### config.mk
export PLATFORM = sky130hd
export DESIGN_NAME = fce_sequencer
export DESIGN_NICKNAME = d
export VERILOG_FILES = /design/src/fce_pkg.sv /design/src/fce_sequencer.sv
export SDC_FILE = /design/constraint.sdc
export NUM_CORES = 1
export LEC_CHECK = 0
export BUFFER_PORTS_ARGS = -buffer_cell sky130_fd_sc_hd__buf_2
export CAP_MARGIN = 40
export CORE_AREA = 5 5 60 62
export CTS_BUF_LIST = sky130_fd_sc_hd__clkbuf_16
export CTS_CLUSTER_SIZE = 20
export DETAILED_ROUTE_END_ITERATION = 8
export DIE_AREA = 0 0 65 67
export GPL_TIMING_DRIVEN = 0
export PLACE_DENSITY = 0.65
export SYNTH_ARGS = -nofsm -noshare
export SYNTH_HDL_FRONTEND = slang
export SYNTH_SLANG_ARGS = --single-unit
### constraint.sdc
create_clock -name clk_i -period 6.67 [get_ports clk_i]
set_input_delay 2.001 -clock clk_i [delete_from_list [all_inputs] [get_ports clk_i]]
set_output_delay 2.001 -clock clk_i [all_outputs]
set_load 0.01 [all_outputs]
### src/fce_pkg.sv
// ----------------------------------------------------------------------------
// fce_pkg
// Shared types, codes and the microcode program of the chain table engine.
// ----------------------------------------------------------------------------
package fce_pkg;

  // command codes
  localparam logic [2:0] CMD_ALLOC  = 3'd0;
  localparam logic [2:0] CMD_APPEND = 3'd1;
  localparam logic [2:0] CMD_SEEK   = 3'd2;
  localparam logic [2:0] CMD_FIND   = 3'd3;
  localparam logic [2:0] CMD_WRITE  = 3'd4;

  // status codes
  localparam logic [1:0] ST_OK   = 2'd0;
  localparam logic [1:0] ST_FULL = 2'd1;
  localparam logic [1:0] ST_BAD  = 2'd2;
  localparam logic [1:0] ST_LOOP = 2'd3;

  localparam logic [31:0] END_MARK = 32'hFFFF_FFFF;

  typedef logic [3:0] step_t;

  // program addresses
  localparam step_t STEP_IDLE        = 4'd0;
  localparam step_t STEP_DISPATCH    = 4'd1;
  localparam step_t STEP_ALLOC_START = 4'd2;
  localparam step_t STEP_SCAN        = 4'd3;
  localparam step_t STEP_SCAN_FOUND  = 4'd4;
  localparam step_t STEP_APPEND_LINK = 4'd5;
  localparam step_t STEP_EMIT_OK     = 4'd6;
  localparam step_t STEP_EMIT_ERR    = 4'd7;
  localparam step_t STEP_SEEK        = 4'd8;
  localparam step_t STEP_FIND_INIT   = 4'd9;
  localparam step_t STEP_FIND        = 4'd10;
  localparam step_t STEP_WRITE       = 4'd11;
  localparam step_t STEP_CLEAR       = 4'd12;

  typedef enum logic [3:0] {
    C_NEXT, C_JUMP, C_WAIT, C_CMD, C_SCAN,
    C_APPEND, C_SEEK, C_FIND, C_CLEAR, C_EMIT
  } cond_e;

  typedef enum logic [2:0] {A_CUR, A_CUR_INC, A_IDX, A_LINK, A_ONE} addr_e;
  typedef enum logic {W_CUR, W_IDX} waddr_e;
  typedef enum logic [1:0] {D_ZERO, D_END, D_VAL, D_CUR} wdata_e;
  typedef enum logic [2:0] {CUR_HOLD, CUR_IDX, CUR_ONE, CUR_INC, CUR_LINK} cur_op_e;
  typedef enum logic [1:0] {CNT_HOLD, CNT_CLR, CNT_ONE, CNT_INC} cnt_op_e;
  typedef enum logic [1:0] {O_NONE, O_OK, O_ERR} out_e;

  typedef struct packed {
    cond_e   cond;
    step_t   target;
    addr_e   addr;
    logic    we;
    waddr_e  waddr;
    wdata_e  wdata;
    cur_op_e cur_op;
    cnt_op_e cnt_op;
    out_e    out_sel;
  } uword_t;

  // datapath controls after condition gating
  typedef struct packed {
    addr_e      addr;
    logic       we;
    waddr_e     waddr;
    wdata_e     wdata;
    cur_op_e    cur_op;
    cnt_op_e    cnt_op;
    logic       st_wr;
    logic [1:0] st_val;
  } ctrl_t;

  // datapath flags seen by the sequencer
  typedef struct packed {
    logic [2:0] cmd;
    logic       idx_ok;
    logic       hops_zero;
    logic       rd_zero;
    logic       rd_end;
    logic       rd_usable;
    logic       cur_last;
    logic       cnt_limit;
    logic       seek_last;
  } flags_t;

  typedef struct packed {
    logic busy;
    logic emit_ok;
    logic emit_err;
  } seq_stat_t;

  function automatic uword_t mk(cond_e c, step_t t, addr_e a, logic we, waddr_e wa,
                                wdata_e wd, cur_op_e co, cnt_op_e no, out_e os);
    uword_t w;
    w.cond    = c;
    w.target  = t;
    w.addr    = a;
    w.we      = we;
    w.waddr   = wa;
    w.wdata   = wd;
    w.cur_op  = co;
    w.cnt_op  = no;
    w.out_sel = os;
    return w;
  endfunction

  // microcode program
  function automatic uword_t ucode(step_t pc);
    uword_t w;
    case (pc)
      STEP_IDLE:
        w = mk(C_WAIT, STEP_IDLE, A_CUR, 1'b0, W_CUR, D_ZERO, CUR_HOLD, CNT_HOLD, O_NONE);
      STEP_DISPATCH:
        w = mk(C_CMD, STEP_IDLE, A_IDX, 1'b0, W_CUR, D_ZERO, CUR_IDX, CNT_CLR, O_NONE);
      STEP_ALLOC_START:
        w = mk(C_NEXT, STEP_IDLE, A_ONE, 1'b0, W_CUR, D_ZERO, CUR_ONE, CNT_HOLD, O_NONE);
      STEP_SCAN:
        w = mk(C_SCAN, STEP_IDLE, A_CUR_INC, 1'b0, W_CUR, D_ZERO, CUR_INC, CNT_HOLD,
               O_NONE);
      STEP_SCAN_FOUND:
        w = mk(C_APPEND, STEP_EMIT_OK, A_CUR, 1'b1, W_CUR, D_END, CUR_HOLD, CNT_HOLD,
               O_NONE);
      STEP_APPEND_LINK:
        w = mk(C_NEXT, STEP_IDLE, A_CUR, 1'b1, W_IDX, D_CUR, CUR_HOLD, CNT_HOLD, O_NONE);
      STEP_EMIT_OK:
        w = mk(C_EMIT, STEP_IDLE, A_CUR, 1'b0, W_CUR, D_ZERO, CUR_HOLD, CNT_HOLD, O_OK);
      STEP_EMIT_ERR:
        w = mk(C_EMIT, STEP_IDLE, A_CUR, 1'b0, W_CUR, D_ZERO, CUR_HOLD, CNT_HOLD, O_ERR);
      STEP_SEEK:
        w = mk(C_SEEK, STEP_EMIT_OK, A_LINK, 1'b0, W_CUR, D_ZERO, CUR_LINK, CNT_INC,
               O_NONE);
      STEP_FIND_INIT:
        w = mk(C_NEXT, STEP_IDLE, A_CUR, 1'b0, W_CUR, D_ZERO, CUR_HOLD, CNT_ONE, O_NONE);
      STEP_FIND:
        w = mk(C_FIND, STEP_EMIT_OK, A_LINK, 1'b0, W_CUR, D_ZERO, CUR_LINK, CNT_INC,
               O_NONE);
      STEP_WRITE:
        w = mk(C_JUMP, STEP_EMIT_OK, A_CUR, 1'b1, W_CUR, D_VAL, CUR_HOLD, CNT_HOLD,
               O_NONE);
      STEP_CLEAR:
        w = mk(C_CLEAR, STEP_IDLE, A_CUR, 1'b1, W_CUR, D_ZERO, CUR_INC, CNT_HOLD, O_NONE);
      default:
        w = mk(C_JUMP, STEP_IDLE, A_CUR, 1'b0, W_CUR, D_ZERO, CUR_HOLD, CNT_HOLD, O_NONE);
    endcase
    return w;
  endfunction

  // first step of each command
  function automatic step_t dispatch(logic [2:0] cmd, logic idx_ok, logic hops_zero);
    step_t s;
    case (cmd)
      CMD_ALLOC:  s = STEP_ALLOC_START;
      CMD_APPEND: s = idx_ok ? STEP_ALLOC_START : STEP_EMIT_ERR;
      CMD_SEEK:   s = !idx_ok ? STEP_EMIT_ERR : (hops_zero ? STEP_EMIT_OK : STEP_SEEK);
      CMD_FIND:   s = idx_ok ? STEP_FIND_INIT : STEP_EMIT_ERR;
      CMD_WRITE:  s = idx_ok ? STEP_WRITE : STEP_EMIT_ERR;
      default:    s = STEP_EMIT_ERR;
    endcase
    return s;
  endfunction

endpackage

### src/fce_sequencer.sv
// ----------------------------------------------------------------------------
// fce_sequencer
// Step counter, program lookup and jump conditions of the chain table engine.
// ----------------------------------------------------------------------------
module fce_sequencer (
  input  logic               clk_i,
  input  logic               rst_ni,
  input  logic               accept_i,
  input  logic               out_free_i,
  input  fce_pkg::flags_t    flags_i,
  output fce_pkg::ctrl_t     ctrl_o,
  output fce_pkg::seq_stat_t stat_o
);

  fce_pkg::step_t  pc_q, pc_d;
  fce_pkg::uword_t word;
  logic            adv;
  logic            st_wr;
  logic [1:0]      st_val;

  assign word = fce_pkg::ucode(pc_q);

  always_comb begin
    pc_d   = pc_q + 4'd1;
    adv    = 1'b1;
    st_wr  = 1'b0;
    st_val = fce_pkg::ST_BAD;
    case (word.cond)
      fce_pkg::C_NEXT: pc_d = pc_q + 4'd1;
      fce_pkg::C_JUMP: pc_d = word.target;
      fce_pkg::C_WAIT: begin
        if (!accept_i) pc_d = pc_q;
      end
      fce_pkg::C_CMD: begin
        pc_d  = fce_pkg::dispatch(flags_i.cmd, flags_i.idx_ok, flags_i.hops_zero);
        st_wr = 1'b1;
      end
      fce_pkg::C_SCAN: begin
        adv = 1'b0;
        if (flags_i.rd_zero) begin
          pc_d = pc_q + 4'd1;
        end else if (flags_i.cur_last) begin
          pc_d   = fce_pkg::STEP_EMIT_ERR;
          st_wr  = 1'b1;
          st_val = fce_pkg::ST_FULL;
        end else begin
          pc_d = pc_q;
          adv  = 1'b1;
        end
      end
      fce_pkg::C_APPEND: begin
        if (flags_i.cmd != fce_pkg::CMD_APPEND) pc_d = word.target;
      end
      fce_pkg::C_SEEK: begin
        adv = 1'b0;
        if (flags_i.cnt_limit) begin
          pc_d   = fce_pkg::STEP_EMIT_ERR;
          st_wr  = 1'b1;
          st_val = fce_pkg::ST_LOOP;
        end else if (!flags_i.rd_usable) begin
          pc_d  = fce_pkg::STEP_EMIT_ERR;
          st_wr = 1'b1;
        end else begin
          adv  = 1'b1;
          pc_d = flags_i.seek_last ? word.target : pc_q;
        end
      end
      fce_pkg::C_FIND: begin
        adv = 1'b0;
        if (flags_i.rd_end) begin
          pc_d = word.target;
        end else if (!flags_i.rd_usable) begin
          pc_d  = fce_pkg::STEP_EMIT_ERR;
          st_wr = 1'b1;
        end else if (flags_i.cnt_limit) begin
          pc_d   = fce_pkg::STEP_EMIT_ERR;
          st_wr  = 1'b1;
          st_val = fce_pkg::ST_LOOP;
        end else begin
          pc_d = pc_q;
          adv  = 1'b1;
        end
      end
      fce_pkg::C_CLEAR: begin
        if (flags_i.cur_last) begin
          pc_d = word.target;
          adv  = 1'b0;
        end else begin
          pc_d = pc_q;
        end
      end
      fce_pkg::C_EMIT: begin
        pc_d = out_free_i ? word.target : pc_q;
      end
      default: pc_d = fce_pkg::STEP_IDLE;
    endcase
  end

  always_ff @(posedge clk_i or negedge rst_ni) begin
    if (!rst_ni) begin
      pc_q <= fce_pkg::STEP_CLEAR;
    end else begin
      pc_q <= pc_d;
    end
  end

  always_comb begin
    ctrl_o.addr   = word.addr;
    ctrl_o.we     = word.we;
    ctrl_o.waddr  = word.waddr;
    ctrl_o.wdata  = word.wdata;
    ctrl_o.cur_op = adv ? word.cur_op : fce_pkg::CUR_HOLD;
    ctrl_o.cnt_op = adv ? word.cnt_op : fce_pkg::CNT_HOLD;
    ctrl_o.st_wr  = st_wr;
    ctrl_o.st_val = st_val;
  end

  assign stat_o.busy     = (pc_q != fce_pkg::STEP_IDLE);
  assign stat_o.emit_ok  = (word.out_sel == fce_pkg::O_OK) && out_free_i;
  assign stat_o.emit_err = (word.out_sel == fce_pkg::O_ERR) && out_free_i;

endmodule

# After elaboration in Yosys (flattened, before gate mapping)
# Memory sizes are Yosys's and may differ from the RTL's.
# Cells that the tools add are included.
# classes
add_sub_neg	1
eq_ne	22
muxes	43
n_reduce_logical	6
# op_table
op	n
2-to-1 mux 4 bit	16
case mux 4 bit (10 select lines)	1
case mux 4 bit (5 select lines)	1
== test 4 x 3 -> 1 bit (second input constant)	4
2-to-1 mux 1 bit	15
2-to-1 mux 2 bit	5
== test 4 x 2 -> 1 bit (second input constant)	2
== test 4 bit (second input constant)	2
inequality test 4 bit (second input constant)	2
case mux 1 bit (4 select lines)	2
== test 3 x 2 -> 1 bit (second input constant)	2
2-to-1 mux 3 bit	2
inequality test 2 bit (second input constant)	3
case mux 2 bit (3 select lines)	1
AND reduction 6 bit	1
adder 4 x 1 -> 4 bit (second input constant)	1
== test 4 x 1 -> 1 bit (second input constant)	1
zero test 4 bit	1
nonzero test 4 bit	1
== test 3 x 1 -> 1 bit (second input constant)	1
== test 3 bit (second input constant)	1
zero test 3 bit	1
inequality test 3 x 1 -> 1 bit (second input constant)	1
inequality test 3 bit (second input constant)	1
3 further kinds	4
# word_totals
regBits	4
mem_bits_ro	320
input_bits	15
out_inout_bits	18
elab_cells	74
mem_count	1
# memory_table
memory	depth	word_bits	read_ports	rd_ports_with_merged_regs	write_ports	line_no	rtl
(no name shown)	16	20	1	0	0	fce_pkg.sv:112	case (pc)

# Logic depth before layout (Yosys ltp)
# logic_depth
word_depth	5
mapped_depth	12

# Worst setup path after synthesis
# Ideal clock, no wire load.
# synth_timing
path_kind	input port to output port
from	input port flags_i[4] (netlist bit)
to	output port ctrl_o[4] (netlist bit)
arrival_ps	2854
required_time_ps	4669
path_slack_ps	1815
cell_stages	4
path_cell_list	and3b_4 o21ba_2 nor3_1 nor3b_1
# synth_rtl
item	line_no	rtl
start: declaration	fce_sequencer.sv:10	input fce_pkg::flags_t flags_i,
end: declaration	fce_sequencer.sv:11	output fce_pkg::ctrl_t ctrl_o,

==> summary.md <==
| Metric | Value |
|---|---|
| Global-route wire length before repair | 5099 um |
| Tcrit/Tclk final | 85.66% |
| Lkg Pwr | 0.6462 nW |
| Die width | 65 um |
| DIE HEIGHT | 67 um |
| Warnings from Yosys | 0 |
| GRT overflow | 0 |
| Gpl congestion | 0.8605 |
| Vias in the first global route | 1,169 |
| Die ar. | 0.004355 mm^2 |
| Mapped Area | 0.001086 mm^2 |
| Synth async-reset ratio | 100.0% |
| Most common cell in the netlist | inv_1 |
| Final setup fails | 0 |
| Largest regs | pc_q x4 |
| Internal power | 0.0003683 W |
| Port Buf Inserts | 32 |
| CP Data Required Time | 4.67 ns |
| DP Cell Count | 209 |
| Synth cell count leaders | inv_1 (13), o21ai_0 (11), nor2_1 (10), a21oi_1 (9), nand2_1 (9) |
| Final WL | 3268 um |
| Combinational Power Share | 79.8% |
| RSZ-0062 raised after global routing | no |
| Post-Synthesis Cells | 144 |
| Pwr dens | 547.6 mW/mm^2 |
| Clock share of power | 12.7% |
| CTS Buf Count | 3 |
| Count of cell types in the netlist | 57 |
| Tmin final | 5.714 ns |
| WS Path Type | flip-flop to output port |
| Top Ports | 33 |
| Initial antenna violation count | 0 |
| Biggest register | pc_q |
| Seq/Total Area, Yosys | 9.447% |
| Crit path max fanout | 10 |
| Starting Density | 36.47% |
| Setup Skew | 0.002673 ns |
| Measured slew at the worst slew-check pin | 0.7769 ns |
| TritonCTS clock tree | yes |
| Final TNS setup | 0 ns |
| Seq cells post-synth | 4 |
| DRT iter0 DRCs | 68 |
| WL/cell | 15.42 um |
| Psw | 0.0003778 W |
| Worst Path Arrival | 3.71 ns |
| Largest net degree at the start of global routing | 11 |
| Root Buffer | clkbuf_16 |
| Synth top area cells | ha_1 (9.2%), o21ai_0 (5.1%), dfstp_2 (4.8%), dfrtp_1 (4.6%), inv_1 (4.5%) |
| Synth area leader | ha_1 |
| Post-CTS setup buffer count | 0 |
| Worst r2r src | pc_q[2]$_DFFE_PN1P_ |
| Top FF cell, synth | dfstp_2 |
| CP Launch Type | flip-flop |
| Worst ir drop on vdd | 0.2012 mV |
| Setup crit start | pc_q[2]$_DFFE_PN1P_ |
| MaxCap Viol Count | 0 |
| Sw Ratio | 50.64% |
| Clock Path Buffers | 2 |
| Number of synthesized flops with an enable pin | 0 |
| Clock-pin slew on the worst setup and hold paths | 0.03 ns |
| Share of cells above drive strength 1 | 35.20% |
| Routed Antenna Nets | 0 |
| Total number of vias | 1,227 |
| Area Growth Syn to Fin | 25.46% |
| Clock sinks | 4 |
| Max_slew headroom | 47.81% |
| Vias/cell | 5.788 |
| Drt pass-1 iters | 4 |
| # diodes | 0 |
| FP Rows | 20 |
| Clock Latency Late Sink | 0.23 ns |
| Hold crit path type | flip-flop to flip-flop |
| Largest register FFs | 4 |
| Seq pwr share | 7.5% |
| Syn nets | 167 |
| Fin cells | 212 |
| Yosys top cell area share | 9.217% |
| Core region area | 0.002978 mm^2 |
| DRC Markers | 0 |
| Fin. Hold Viols | 0 |
| Hold_buf cts | 0 |
| CTS HTree Levels | 1 |
| Global-route usage over all layers | 14.91% |
| Fin nets | 204 |
| Min-delay src | pc_q[0]$_DFFE_PN0P_ |
| Mean Syn Cell Area | 7.542 um^2 |
| Final Max Slew Viols | 0 |
| Fmax | 175.0 MHz |
| # resized after CTS | 0 |
| CP endpoint kind | output port |
| Status | finished clean |
| Final HPWL DP | 2641 um |
## worst paths after layout
check                                      end  slack (ns)  cells after the start
hold / removal             pc_q[0]$_DFFE_PN0P_        0.69                      1
setup reg to reg           pc_q[0]$_DFFE_PN0P_        3.17                     10
min in group asynchronous  pc_q[0]$_DFFE_PN0P_        1.57                      1
hold reg to reg            pc_q[0]$_DFFE_PN0P_        0.69                      1
setup / recovery                     ctrl_o[4]        0.96                     13
max in group asynchronous  pc_q[2]$_DFFE_PN1P_        4.90                      1
## worst max-delay path: stages (launching register included)
cell and delay (ns):
dfstp_2 0.53, buf_6 0.14, buf_2 0.21, clkbuf_1 0.32
inv_1 0.17, ha_1 0.26, buf_2 0.19, nor3_1 0.26
a221oi_2 0.08, and3b_4 0.23, o21ba_2 0.21, nor3_1 0.60
nor3b_1 0.11, buf_2 0.17
## kinds of logic after synthesis
family | Yosys count | synth area share (%)
flip-flops | 4 | 9.447
AO/OA/AOI/OAI | 44 | 29.95
AND/OR/NAND/NOR | 57 | 32.83
adder cells (fa/ha/maj) | 8 | 9.217
buffers and inverters | 24 | 10.48
multiplexers | 6 | 7.258
XOR/XNOR | 1 | 0.8066
## through the flow
stage                     setup WS (ns)  utilization, %  cell area (um^2)  hold WS [ns]  power (W)
after global placement            1.214           43.24              1287        0.6568  0.0006287
after detailed placement          1.145           43.24              1287        0.6622  0.0006459
after CTS                        0.9010           45.76              1363        0.6756  0.0007443
final                            0.9564           45.76              1363        0.6882  0.0007461
after floorplan                   1.815               -              1086        0.5872  0.0004872
after global routing             0.7344           45.76              1363        0.7208  0.0007965
## layout by cell type (no fill, tap or decap), drive strengths merged, types with 2 or more instances in the layout
| master | count |
|---|---|
| o21a | 2 |
| nor2b | 4 |
| a21o | 2 |
| mux2i | 3 |
| nor3 | 8 |
| nor3b | 3 |
| nor4 | 3 |
| dfrtp | 2 |
| and2 | 3 |
| nand3b | 2 |
| inv | 14 |
| ha | 8 |
| nand2 | 9 |
| nand3 | 3 |
| a22o | 3 |
| a211oi | 5 |
| buf | 41 |
| o21ai | 11 |
| or3b | 3 |
| nor2 | 10 |
| dfstp | 2 |
| or4 | 2 |
| mux2 | 2 |
| a21oi | 9 |
| o21bai | 2 |
| a211o | 2 |
| nand4b | 2 |
| clkbuf | 4 |
## metal layers
layer	GRT usage [%]	vias to the layer above	part of all wire, %
li1	-	596	-
met1	17.65	565	44
met2	27.84	62	46
met3	1.518	4	9.2
met4	4.749	0	1.2
met5	0	-	0
## area by class of cell
type / instances / area [um^2]
Sequential cell: 4 / 102.6
Buffer: 10 / 61.31
Timing Repair Buffer: 32 / 160.2
Inverter: 14 / 52.55
Tap cell: 33 / 41.29
Multi-Input combinational cell: 116 / 869.6
Clock buffer: 3 / 75.07
Fill cell: 307 / 1615
## power by group through the flow
stage / clock network, W / logic [W] / registers, W
floorplan: 0 / 0.000436 / 0.0000509
global placement: 0 / 0.000574 / 0.0000551
detailed placement: 0 / 0.000590 / 0.0000560
CTS: 0.0000944 / 0.000594 / 0.0000556
global route: 0.0000960 / 0.000643 / 0.0000579
finish: 0.0000947 / 0.000596 / 0.0000557
Power figures use the tool's default switching activity.
